### src/rtl/core/mtrc_pkg.sv
// Shared types and constants for the Modbus TCP read response checker.
`timescale 1ns / 1ps

package mtrc_pkg;

  localparam int UNIT_W     = 8;
  localparam int FUNC_W     = 3;
  localparam int QTY_W      = 11;
  localparam int CFG_DATA_W = 11;
  localparam int CFG_IDX_W  = 2;
  localparam int POS_W      = 9;

  // Configuration register indexes
  localparam logic [CFG_IDX_W-1:0] REG_UNIT     = 2'd0;
  localparam logic [CFG_IDX_W-1:0] REG_FUNCTION = 2'd1;
  localparam logic [CFG_IDX_W-1:0] REG_QUANTITY = 2'd2;

  // Reset values of the configuration registers
  localparam logic [UNIT_W-1:0] UNIT_RESET     = 8'd0;
  localparam logic [FUNC_W-1:0] FUNCTION_RESET = 3'd3;
  localparam logic [QTY_W-1:0]  QUANTITY_RESET = 11'd1;

  // Function codes
  localparam logic [FUNC_W-1:0] FN_COILS    = 3'd1;
  localparam logic [FUNC_W-1:0] FN_DISCRETE = 3'd2;
  localparam logic [FUNC_W-1:0] FN_INPUT    = 3'd4;

  // Byte positions within the frame
  localparam logic [POS_W-1:0] POS_PROTO_HI  = 9'd2;
  localparam logic [POS_W-1:0] POS_PROTO_LO  = 9'd3;
  localparam logic [POS_W-1:0] POS_LENGTH_HI = 9'd4;
  localparam logic [POS_W-1:0] POS_LENGTH_LO = 9'd5;
  localparam logic [POS_W-1:0] POS_UNIT      = 9'd6;
  localparam logic [POS_W-1:0] POS_FUNCTION  = 9'd7;
  localparam logic [POS_W-1:0] POS_COUNT     = 9'd8;
  localparam logic [POS_W-1:0] POS_DATA      = 9'd9;
  localparam logic [POS_W-1:0] POS_MAX       = 9'd511;

  localparam logic [15:0] PDU_OVERHEAD = 16'd3;

  typedef enum logic [2:0] {
    ST_OK         = 3'd0,
    ST_PROTOCOL   = 3'd1,
    ST_LENGTH     = 3'd2,
    ST_UNIT       = 3'd3,
    ST_FUNCTION   = 3'd4,
    ST_BYTE_COUNT = 3'd5
  } status_t;

  typedef struct packed {
    logic [7:0] rx_byte;
    logic       frame_start;
  } in_req_t;

  typedef struct packed {
    logic [15:0] data_value;
    logic [7:0]  item_index;
    status_t     status;
    logic        last;
  } out_req_t;

  typedef struct packed {
    logic [UNIT_W-1:0] expected_unit;
    logic [FUNC_W-1:0] expected_function;
    logic [QTY_W-1:0]  expected_quantity;
  } cfg_t;

endpackage

### src/rtl/core/mtrc_parser.sv
// Frame state, header checks and data packing for one received byte.
`timescale 1ns / 1ps

module mtrc_parser (
  input  logic              clk,
  input  logic              rst,
  input  logic              take,
  input  mtrc_pkg::in_req_t in_req,
  input  mtrc_pkg::cfg_t    cfg,
  output logic              res_valid,
  output mtrc_pkg::out_req_t res
);
  import mtrc_pkg::*;

  logic [POS_W-1:0] byte_position, byte_position_next, pos_cur;
  logic             protocol_nonzero, protocol_nonzero_next, pn_cur;
  logic [15:0]      length_word, length_word_next, len_cur;
  logic [7:0]       seen_unit, seen_unit_next, unit_cur;
  logic [7:0]       seen_function, seen_function_next, func_cur;
  logic [7:0]       high_byte_hold, high_byte_hold_next, hold_cur;
  logic [7:0]       data_index, data_index_next, idx_cur;
  logic             frame_done, frame_done_next, done_cur;

  logic [7:0]       b;
  logic [11:0]      q_plus7;
  logic [11:0]      want;
  logic             fn_ok;
  status_t          chk;
  logic [7:0]       count;
  logic [POS_W-1:0] off;
  logic             is_last;

  assign b = in_req.rx_byte;

  always_comb begin
    // frame start wipes the frame state before the byte is looked at
    pos_cur  = in_req.frame_start ? '0 : byte_position;
    pn_cur   = in_req.frame_start ? 1'b0 : protocol_nonzero;
    len_cur  = in_req.frame_start ? '0 : length_word;
    unit_cur = in_req.frame_start ? '0 : seen_unit;
    func_cur = in_req.frame_start ? '0 : seen_function;
    hold_cur = in_req.frame_start ? '0 : high_byte_hold;
    idx_cur  = in_req.frame_start ? '0 : data_index;
    done_cur = in_req.frame_start ? 1'b0 : frame_done;

    q_plus7 = {1'b0, cfg.expected_quantity} + 12'd7;
    want    = (cfg.expected_function <= FN_DISCRETE) ? {3'b000, q_plus7[11:3]}
                                                     : {cfg.expected_quantity, 1'b0};
    fn_ok   = (cfg.expected_function >= FN_COILS) && (cfg.expected_function <= FN_INPUT) &&
              (func_cur == {5'b00000, cfg.expected_function});

    if (pn_cur) begin
      chk = ST_PROTOCOL;
    end else if (len_cur != (PDU_OVERHEAD + {8'h00, b})) begin
      chk = ST_LENGTH;
    end else if (unit_cur != cfg.expected_unit) begin
      chk = ST_UNIT;
    end else if (!fn_ok) begin
      chk = ST_FUNCTION;
    end else if ({4'h0, b} != want) begin
      chk = ST_BYTE_COUNT;
    end else begin
      chk = ST_OK;
    end

    count   = len_cur[7:0] - PDU_OVERHEAD[7:0];
    off     = pos_cur - POS_DATA;
    is_last = ({1'b0, off} + 10'd1) == {2'b00, count};

    byte_position_next    = byte_position;
    protocol_nonzero_next = protocol_nonzero;
    length_word_next      = length_word;
    seen_unit_next        = seen_unit;
    seen_function_next    = seen_function;
    high_byte_hold_next   = high_byte_hold;
    data_index_next       = data_index;
    frame_done_next       = frame_done;
    res_valid             = 1'b0;
    res                   = '0;

    if (take) begin
      byte_position_next    = pos_cur;
      protocol_nonzero_next = pn_cur;
      length_word_next      = len_cur;
      seen_unit_next        = unit_cur;
      seen_function_next    = func_cur;
      high_byte_hold_next   = hold_cur;
      data_index_next       = idx_cur;
      frame_done_next       = done_cur;

      if (!done_cur) begin
        if (pos_cur < POS_COUNT) begin
          if ((pos_cur == POS_PROTO_HI) || (pos_cur == POS_PROTO_LO)) begin
            if (b != 8'h00) begin
              protocol_nonzero_next = 1'b1;
            end
          end else if (pos_cur == POS_LENGTH_HI) begin
            length_word_next = {b, len_cur[7:0]};
          end else if (pos_cur == POS_LENGTH_LO) begin
            length_word_next = {len_cur[15:8], b};
          end else if (pos_cur == POS_UNIT) begin
            seen_unit_next = b;
          end else if (pos_cur == POS_FUNCTION) begin
            seen_function_next = b;
          end
          byte_position_next = pos_cur + 9'd1;
        end else if (pos_cur == POS_COUNT) begin
          if ((chk != ST_OK) || (b == 8'h00)) begin
            res_valid       = 1'b1;
            res.status      = chk;
            res.last        = 1'b1;
            frame_done_next = 1'b1;
          end else begin
            byte_position_next = POS_DATA;
          end
        end else begin
          if (func_cur <= {5'b00000, FN_DISCRETE}) begin
            res_valid       = 1'b1;
            res.data_value  = {8'h00, b};
            res.item_index  = idx_cur;
            res.last        = is_last;
            data_index_next = idx_cur + 8'd1;
          end else if (!off[0]) begin
            high_byte_hold_next = b;
          end else begin
            res_valid       = 1'b1;
            res.data_value  = {hold_cur, b};
            res.item_index  = idx_cur;
            res.last        = is_last;
            data_index_next = idx_cur + 8'd1;
          end
          if (is_last) begin
            frame_done_next = 1'b1;
          end
          if (pos_cur < POS_MAX) begin
            byte_position_next = pos_cur + 9'd1;
          end
        end
      end
    end
  end

  always_ff @(posedge clk) begin
    if (rst) begin
      byte_position    <= '0;
      protocol_nonzero <= 1'b0;
      length_word      <= '0;
      seen_unit        <= '0;
      seen_function    <= '0;
      high_byte_hold   <= '0;
      data_index       <= '0;
      frame_done       <= 1'b1;
    end else begin
      byte_position    <= byte_position_next;
      protocol_nonzero <= protocol_nonzero_next;
      length_word      <= length_word_next;
      seen_unit        <= seen_unit_next;
      seen_function    <= seen_function_next;
      high_byte_hold   <= high_byte_hold_next;
      data_index       <= data_index_next;
      frame_done       <= frame_done_next;
    end
  end

endmodule

### config.mk
export PLATFORM = sky130hd
export DESIGN_NAME = mtrc_parser
export DESIGN_NICKNAME = d
export VERILOG_FILES = /design/src/rtl/core/mtrc_pkg.sv /design/src/rtl/core/mtrc_parser.sv
export SDC_FILE = /design/constraint.sdc
export NUM_CORES = 1
export LEC_CHECK = 0
export BUFFER_PORTS_ARGS = -buffer_cell sky130_fd_sc_hd__clkbuf_2
export CAP_MARGIN = 0
export CORE_MARGIN = 2
export CORE_UTILIZATION = 53
export DETAILED_ROUTE_END_ITERATION = 6
export PLACE_DENSITY = 0.71
export SYNTH_ARGS = -nofsm -noshare
export SYNTH_HDL_FRONTEND = slang
export SYNTH_SLANG_ARGS = --single-unit
### constraint.sdc
create_clock -name clk -period 5.7 [get_ports clk]
set_clock_uncertainty 0.2 [all_clocks]
set_input_delay 1.14 -clock clk [delete_from_list [all_inputs] [get_ports clk]]
set_output_delay 1.14 -clock clk [all_outputs]
set_load 0.02 [all_outputs]
==> impl_metrics.json, run 1 <==
{
  "mostFrequentLayoutCells": "103 x nor2_1, 62 x clkbuf_2, 59 x dfxtp_1",
  "n_antenna_cell": 0,
  "final-setup-viol-count": 0,
  "r2r_cells": 7,
  "hp-class": "flop to flop",
  "cts_tree": "yes",
  "cpMaxStageDelayCell": "a2111oi_0",
  "cts_buffer_depth": 2,
  "grt_start_max_net_pins": 61,
  "vias": 5172,
  "ys_seq_elements": 59,
  "met1_usage_pct": 40.23,
  "fin_crit_sh_pct": 92.82,
  "hold_path_depth": 1,
  "global_route.usage.met3_pct": 5.106,
  "cp_top_family": "compound AO/OA/AOI/OAI gates",
  "ir_drop_mv": 0.1133,
  "detailed_place_hpwl_um": 10480,
  "slew_headroom_pct": 44.45,
  "hp-start": "data_index[7]",
  "max_freq_mhz": 189.0,
  "dp_slack_ps": 450.9,
  "required_ps": 4360,
  "cts-resized-gates": 0,
  "postCtsSetupBuffers": 0,
  "grt_pass1_vias": 4816,
  "cts.clk_slew.worst_paths_ps": 70,
  "fp.dieW_um": 98.87,
  "seq_area_frac_synth_pct": 24.76,
  "totalNegativeSetupSlack_ps": 0,
  "synth_compound_area_share_pct": 25.87,
  "whs_ps": 287.6,
  "cts_max_level": 3,
  "rsz0062_at_grt": "no",
  "timing.critical_path.buf_inv": 3,
  "io_buffer_count": 62,
  "synth_largest_area_cell": "dfxtp_1",
  "place_area_sq_um": 5145,
  "io_pins": 63,
  "cp-start-kind": "input pin",
  "place.gp.congestion": 0.9352,
  "firstDrtPassIters": 5,
  "drive_above_1_share_pct": 15.28,
  "max_stage_delay_ps": 440,
  "nets": 745,
  "status": "finished clean",
  "r2r_slack_ps": 2480,
  "worst-path-stages": 13,
  "seq_area_sq_um": 1181,
  "fin_util_pct": 61.58,
  "synth_flop_cell": "dfxtp_1",
  "route.detailed.drc": 0,
  "finalPower_mw": 1.020,
  "yosys.area_share.simple_pct": 33.58,
  "syn_to_final_growth_pct": 12.59,
  "synthesis.nets": 701,
  "multi_input_area_sq_um": 3342,
  "drv_slew": 0,
  "dieArea_sq_um": 9774,
  "start_util_pct": 54.69,
  "worst_ep_arrival_time_ps": 3950,
  "synth_top_family_by_area": "simple AND/OR/NAND/NOR gates",
  "min_period_ps": 5291,
  "netlist_area_sq_um": 4770,
  "muxShareOfSynthArea_pct": 0.8395,
  "nFillCells": 846,
  "track_usage_pct": 30.02,
  "crit_type": "input pin to output port",
  "synth_top_cell_area_share_pct": 24.76,
  "p_leak_nw": 2.085,
  "min_to": "data_index[7]",
  "ys_top_cells_by_area": "dfxtp_1 25%, nor2_1 8.1%, a22oi_1 6.1%",
  "drt_iter0_drc": 385,
  "root_buffer": "clkbuf_8",
  "timing.rr.start": "byte_position[5]",
  "worst_pin_slew_ps": 826.8,
  "synthArstFlopShare_pct": 0,
  "wl_per_cell_um": 18.16,
  "cpMostUsedCell": "clkbuf_2",
  "busiest_layer": "met2",
  "antenna_found_initial": 0,
  "vias_per_cell": 6.346,
  "clk_latency_ps": 350,
  "placed_cells": 800,
  "synth_cell_types": 76,
  "ys_warn_count": 0,
  "drv_cap": 0,
  "num_rows": 34,
  "synth_edf_count": 0,
  "final_common_cell": "nor2_1",
  "die_height_um": 98.87,
  "cts_buffers": 9,
  "grt_pass1_wl_um": 23870,
  "drtAntennaViolNets": 0,
  "critical_path.cell_chain": "clkbuf_2, clkinv_1, nand2_1, ha_1, nor2b_1, o21ai_0, xnor2_1, a2111oi_0, nand4_1, a311oi_1, o211ai_1, a21oi_2, clkbuf_2",
  "routed_wirelength_um": 14800,
  "r2r_end": "seen_unit[6]",
  "avgSynthCellArea_sq_um": 7.238,
  "overflow": 0,
  "path_max_fanout": 5,
  "syn-instance-count": 659,
  "synth_fa_ha_area_share_pct": 2.099,
  "final_cells": 815,
  "postLayoutCellArea_sq_um": 5370,
  "final_hold_viol_count": 0,
  "core_area_sq_um": 8721,
  "use_met2_pct": 49.12,
  "synth-xor-area-share_pct": 7.608,
  "cts_hold_buffers": 0,
  "fin_ws_ps": 409.4,
  "clkSinkCount": 59,
  "power_density_nw_per_um2": 189.9,
  "cp-end-kind": "output port"
}
cell type report:
class	instances	area share, %
clock buffer	11	2.819
clock inverter	4	1.375
inverter	17	1.188
multi-input combinational	539	62.23
sequential	59	21.99
tap	108	2.516
timing repair buffer	77	7.875
power by group:
| part | leakage [nW] | internal [mW] | switching, mW |
|---|---|---|---|
| logic | 1.49 | 0.0490 | 0.0980 |
| registers | 0.475 | 0.413 | 0.00523 |
| clock network | 0.115 | 0.268 | 0.187 |
| total | 2.09 | 0.730 | 0.290 |
worst max path at each step:
stage / start / endpoint / slack [ps]
5_1_grt: in_req[0] / res[0] / 100
3_3_place_gp: in_req[2] / res_valid / 550
2_1_floorplan: in_req[0] / res[0] / 90
3_5_place_dp: in_req[0] / res[0] / 450
6_report: in_req[0] / res[0] / 410
4_1_cts: in_req[0] / res[0] / 410
registers in the layout, indices dropped and copies added, names as in the netlist:
signal	cells
seen_unit	8
frame_done	1
protocol_nonzero	1
byte_position	9
data_index	8
seen_function	8
length_word	16
high_byte_hold	8
Yosys cell counts (all sizes together) (2+ instances only):
| master | instances |
|---|---|
| nor2 | 103 |
| dfxtp | 59 |
| o21ai | 40 |
| a22oi | 39 |
| nand2 | 39 |
| a21oi | 35 |
| clkbuf | 32 |
| nand3 | 26 |
| xnor2 | 24 |
| and2 | 23 |
| nor3 | 22 |
| nor2b | 17 |
| inv | 16 |
| nand2b | 14 |
| xor2 | 14 |
| buf | 12 |
| nor4 | 11 |
| nand4 | 10 |
| a31oi | 9 |
| and3 | 8 |
| ha | 8 |
| or3 | 8 |
| o211ai | 6 |
| a211oi | 5 |
| o31ai | 5 |
| a311oi | 4 |
| mux2i | 4 |
| nor4bb | 4 |
| o311ai | 4 |
| o31a | 4 |
| o32ai | 4 |
| a2111oi | 3 |
| a21o | 3 |
| nand3b | 3 |
| nor3b | 3 |
| nor4b | 3 |
| o311a | 3 |
| o41ai | 3 |
| or4 | 3 |
| o21a | 2 |
| or2 | 2 |
| or3b | 2 |
| or4b | 2 |
cell families after synthesis:
group                      count (synthesis)
AOI/OAI and AO/OA                        181
xor gates and xnor gates                  39
adders and majority gates                  8
buffers and inverters                     61
DFF                                       59
muxes                                      4
and+or+nand+nor                          307
metal layers:
metal,part of all wire (%),routed length (um)
met2,47,6932
met1,44,6463
met5,0,0
met3,7.5,1108
met4,2.0,295
Power figures use the tool's default switching activity.
==> run 2: changes to the inputs <==
--- a/config.mk
+++ b/config.mk
@@ -8,9 +8,9 @@
 export BUFFER_PORTS_ARGS = -buffer_cell sky130_fd_sc_hd__clkbuf_2
 export CAP_MARGIN = 0
 export CORE_MARGIN = 2
-export CORE_UTILIZATION = 53
+export CORE_UTILIZATION = 30
 export DETAILED_ROUTE_END_ITERATION = 6
-export PLACE_DENSITY = 0.71
+export PLACE_DENSITY = 0.44
 export SYNTH_ARGS = -nofsm -noshare
 export SYNTH_HDL_FRONTEND = slang
 export SYNTH_SLANG_ARGS = --single-unit
==> run 2 against run 1 <==
Against the previous run:
- hold slack got worse by 6.3 ps
- via count fell by 0.52%
- global-route usage fell by 9.8 points
- sequential power barely moved
- routed wire length rose by 13%
- flip-flop and latch count did not move
- maximum frequency fell by 1.6%
- largest power group unchanged
==> impl_metrics.json, run 2 (synthesis gave the netlist of run 1 again) <==
{
  "cts_buffers": 9,
  "sw_frac_of_total_pct": 29.68,
  "syn_to_final_growth_pct": 16.89,
  "clkPwrFrac_pct": 47.9,
  "fp.dieW_um": 130.1,
  "drt_iter0_drc": 298,
  "clkSinkCount": 59,
  "power_frac_seq_pct": 38.4,
  "final-setup-viol-count": 0,
  "n_antenna_cell": 0,
  "start_util_pct": 30.36,
  "worst_ep_arrival_time_ps": 4040,
  "root_buffer": "clkbuf_16",
  "drtAntennaViolNets": 0,
  "clk_latency_ps": 350,
  "combPwrFrac_pct": 13.7,
  "cp-start-kind": "input pin",
  "critical_path.cell_chain": "clkbuf_2, inv_1, ha_1, nand2b_1, nand2_1, and3_1, o31a_1, nor4_1, or3b_1, o41ai_2, a21oi_1, clkbuf_2",
  "overflow": 0,
  "hp-class": "flop to flop",
  "cts_hold_buffers": 0,
  "status": "finished clean",
  "cpMaxStageDelayCell": "or3b_1",
  "postCtsSetupBuffers": 0,
  "antenna_found_initial": 0,
  "core_area_sq_um": 15710,
  "detailed_place_hpwl_um": 12170,
  "grt_pass1_vias": 4879,
  "grt_pass1_wl_um": 26590,
  "cp-end-kind": "output port",
  "p_int_mw": 0.7681,
  "io_pins": 63,
  "route.detailed.drc": 0,
  "cpMostUsedCell": "clkbuf_2",
  "totalNegativeSetupSlack_ps": 0,
  "worst_pin_slew_ps": 811.3,
  "power_density_nw_per_um2": 195.9,
  "p_leak_nw": 2.106,
  "slew_headroom_pct": 45.50,
  "num_rows": 46,
  "max_freq_mhz": 186.0,
  "drive_above_1_share_pct": 15.66,
  "fin_crit_sh_pct": 94.34,
  "largest_register_ffs": 16,
  "max_stage_delay_ps": 540,
  "mostFrequentLayoutCells": "103 x nor2_1, 62 x clkbuf_2, 59 x dfxtp_1",
  "final_hold_viol_count": 0,
  "switchingPower_mw": 0.3241,
  "routed_wirelength_um": 16680,
  "cp_top_family": "simple AND/OR/NAND/NOR gates",
  "ir_drop_mv": 0.1342,
  "whs_ps": 281.2,
  "dieArea_sq_um": 16920,
  "vias": 5145,
  "track_usage_pct": 20.22,
  "grt_start_max_net_pins": 37,
  "top_register": "length_word",
  "final_common_cell": "nor2_1",
  "die_height_um": 130.1,
  "cts_max_level": 3,
  "min_period_ps": 5377,
  "firstDrtPassIters": 5,
  "crit_type": "input pin to output port",
  "nets": 746,
  "wl_per_cell_um": 18.03,
  "path_max_fanout": 7,
  "cts.clk_slew.worst_paths_ps": 50,
  "top_regs": "length_word (16), byte_position (9)",
  "drv_slew": 0,
  "rsz0062_at_grt": "no",
  "vias_per_cell": 5.562,
  "cts-resized-gates": 0,
  "place.gp.congestion": 0.8738,
  "required_ps": 4360,
  "io_buffer_count": 62,
  "cts_buffer_depth": 2,
  "drv_cap": 0,
  "cts_tree": "yes",
  "timing.critical_path.buf_inv": 3
}
## run 2: cell type report
class | instances | area [sq um]
fill | 1688 | 10140
multi-input combinational | 539 | 3349
sequential | 59 | 1181
timing repair buffer | 78 | 430.4
tap | 216 | 270.3
clock buffer | 10 | 239.0
inverter | 17 | 63.81
clock inverter | 6 | 41.29
## run 2: layer usage
metal  GRT usage (%)  part of all wire (%)  wire length, um  vias up
li1                -                     -                -     2499
met1           27.85                    48             7950     2471
met2           32.21                    45             7587      151
met3           3.649                   5.2              860       24
met4           6.199                   1.7              278        0
met5               0                     0                0        -
## run 2: power groups by stage
stage / Combinational (mW) / Sequential, mW / Clock [mW]
finish: 0.150 / 0.419 / 0.523
global route: 0.165 / 0.419 / 0.552
CTS: 0.149 / 0.419 / 0.538
detailed placement: 0.148 / 0.428 / 0
global placement: 0.147 / 0.428 / 0
floorplan: 0.0967 / 0.424 / 0
## run 2: path summary, 6_finish.rpt
check                    from  cells past startpoint  slack (ps)           endpoint
min reg2reg     data_index[7]                      1         280      data_index[7]
max reg2reg  byte_position[0]                     10        2510  high_byte_hold[5]
max                 in_req[2]                     12         320          res_valid
min             data_index[7]                      1         280      data_index[7]
## run 2: worst register-to-register path, cell delays in order (launching register included)
cell and delay [ps]:
dfxtp_1 620, nand2_1 150, ha_1 280, nand2b_1 130, a21oi_1 110, a21o_1 240
buf_4 170, nand2b_1 350, nor2_1 570, a22oi_1 180, nor2_1 130
## run 2: per-stage QoR
step | power, mW | instances | area (sq um) | setup slack, ps | util (%)
2_1_floorplan | 0.5202 | 659 | 4773 | 86.87 | -
3_3_place_gp | 0.5753 | 909 | 5288 | 401.5 | 33.65
3_5_place_dp | 0.5763 | 909 | 5288 | 319.0 | 33.65
4_1_cts | 1.106 | 925 | 5568 | 297.3 | 35.44
5_1_grt | 1.136 | 925 | 5575 | 29.02 | 35.48
6_report | 1.092 | 925 | 5575 | 322.5 | 35.48
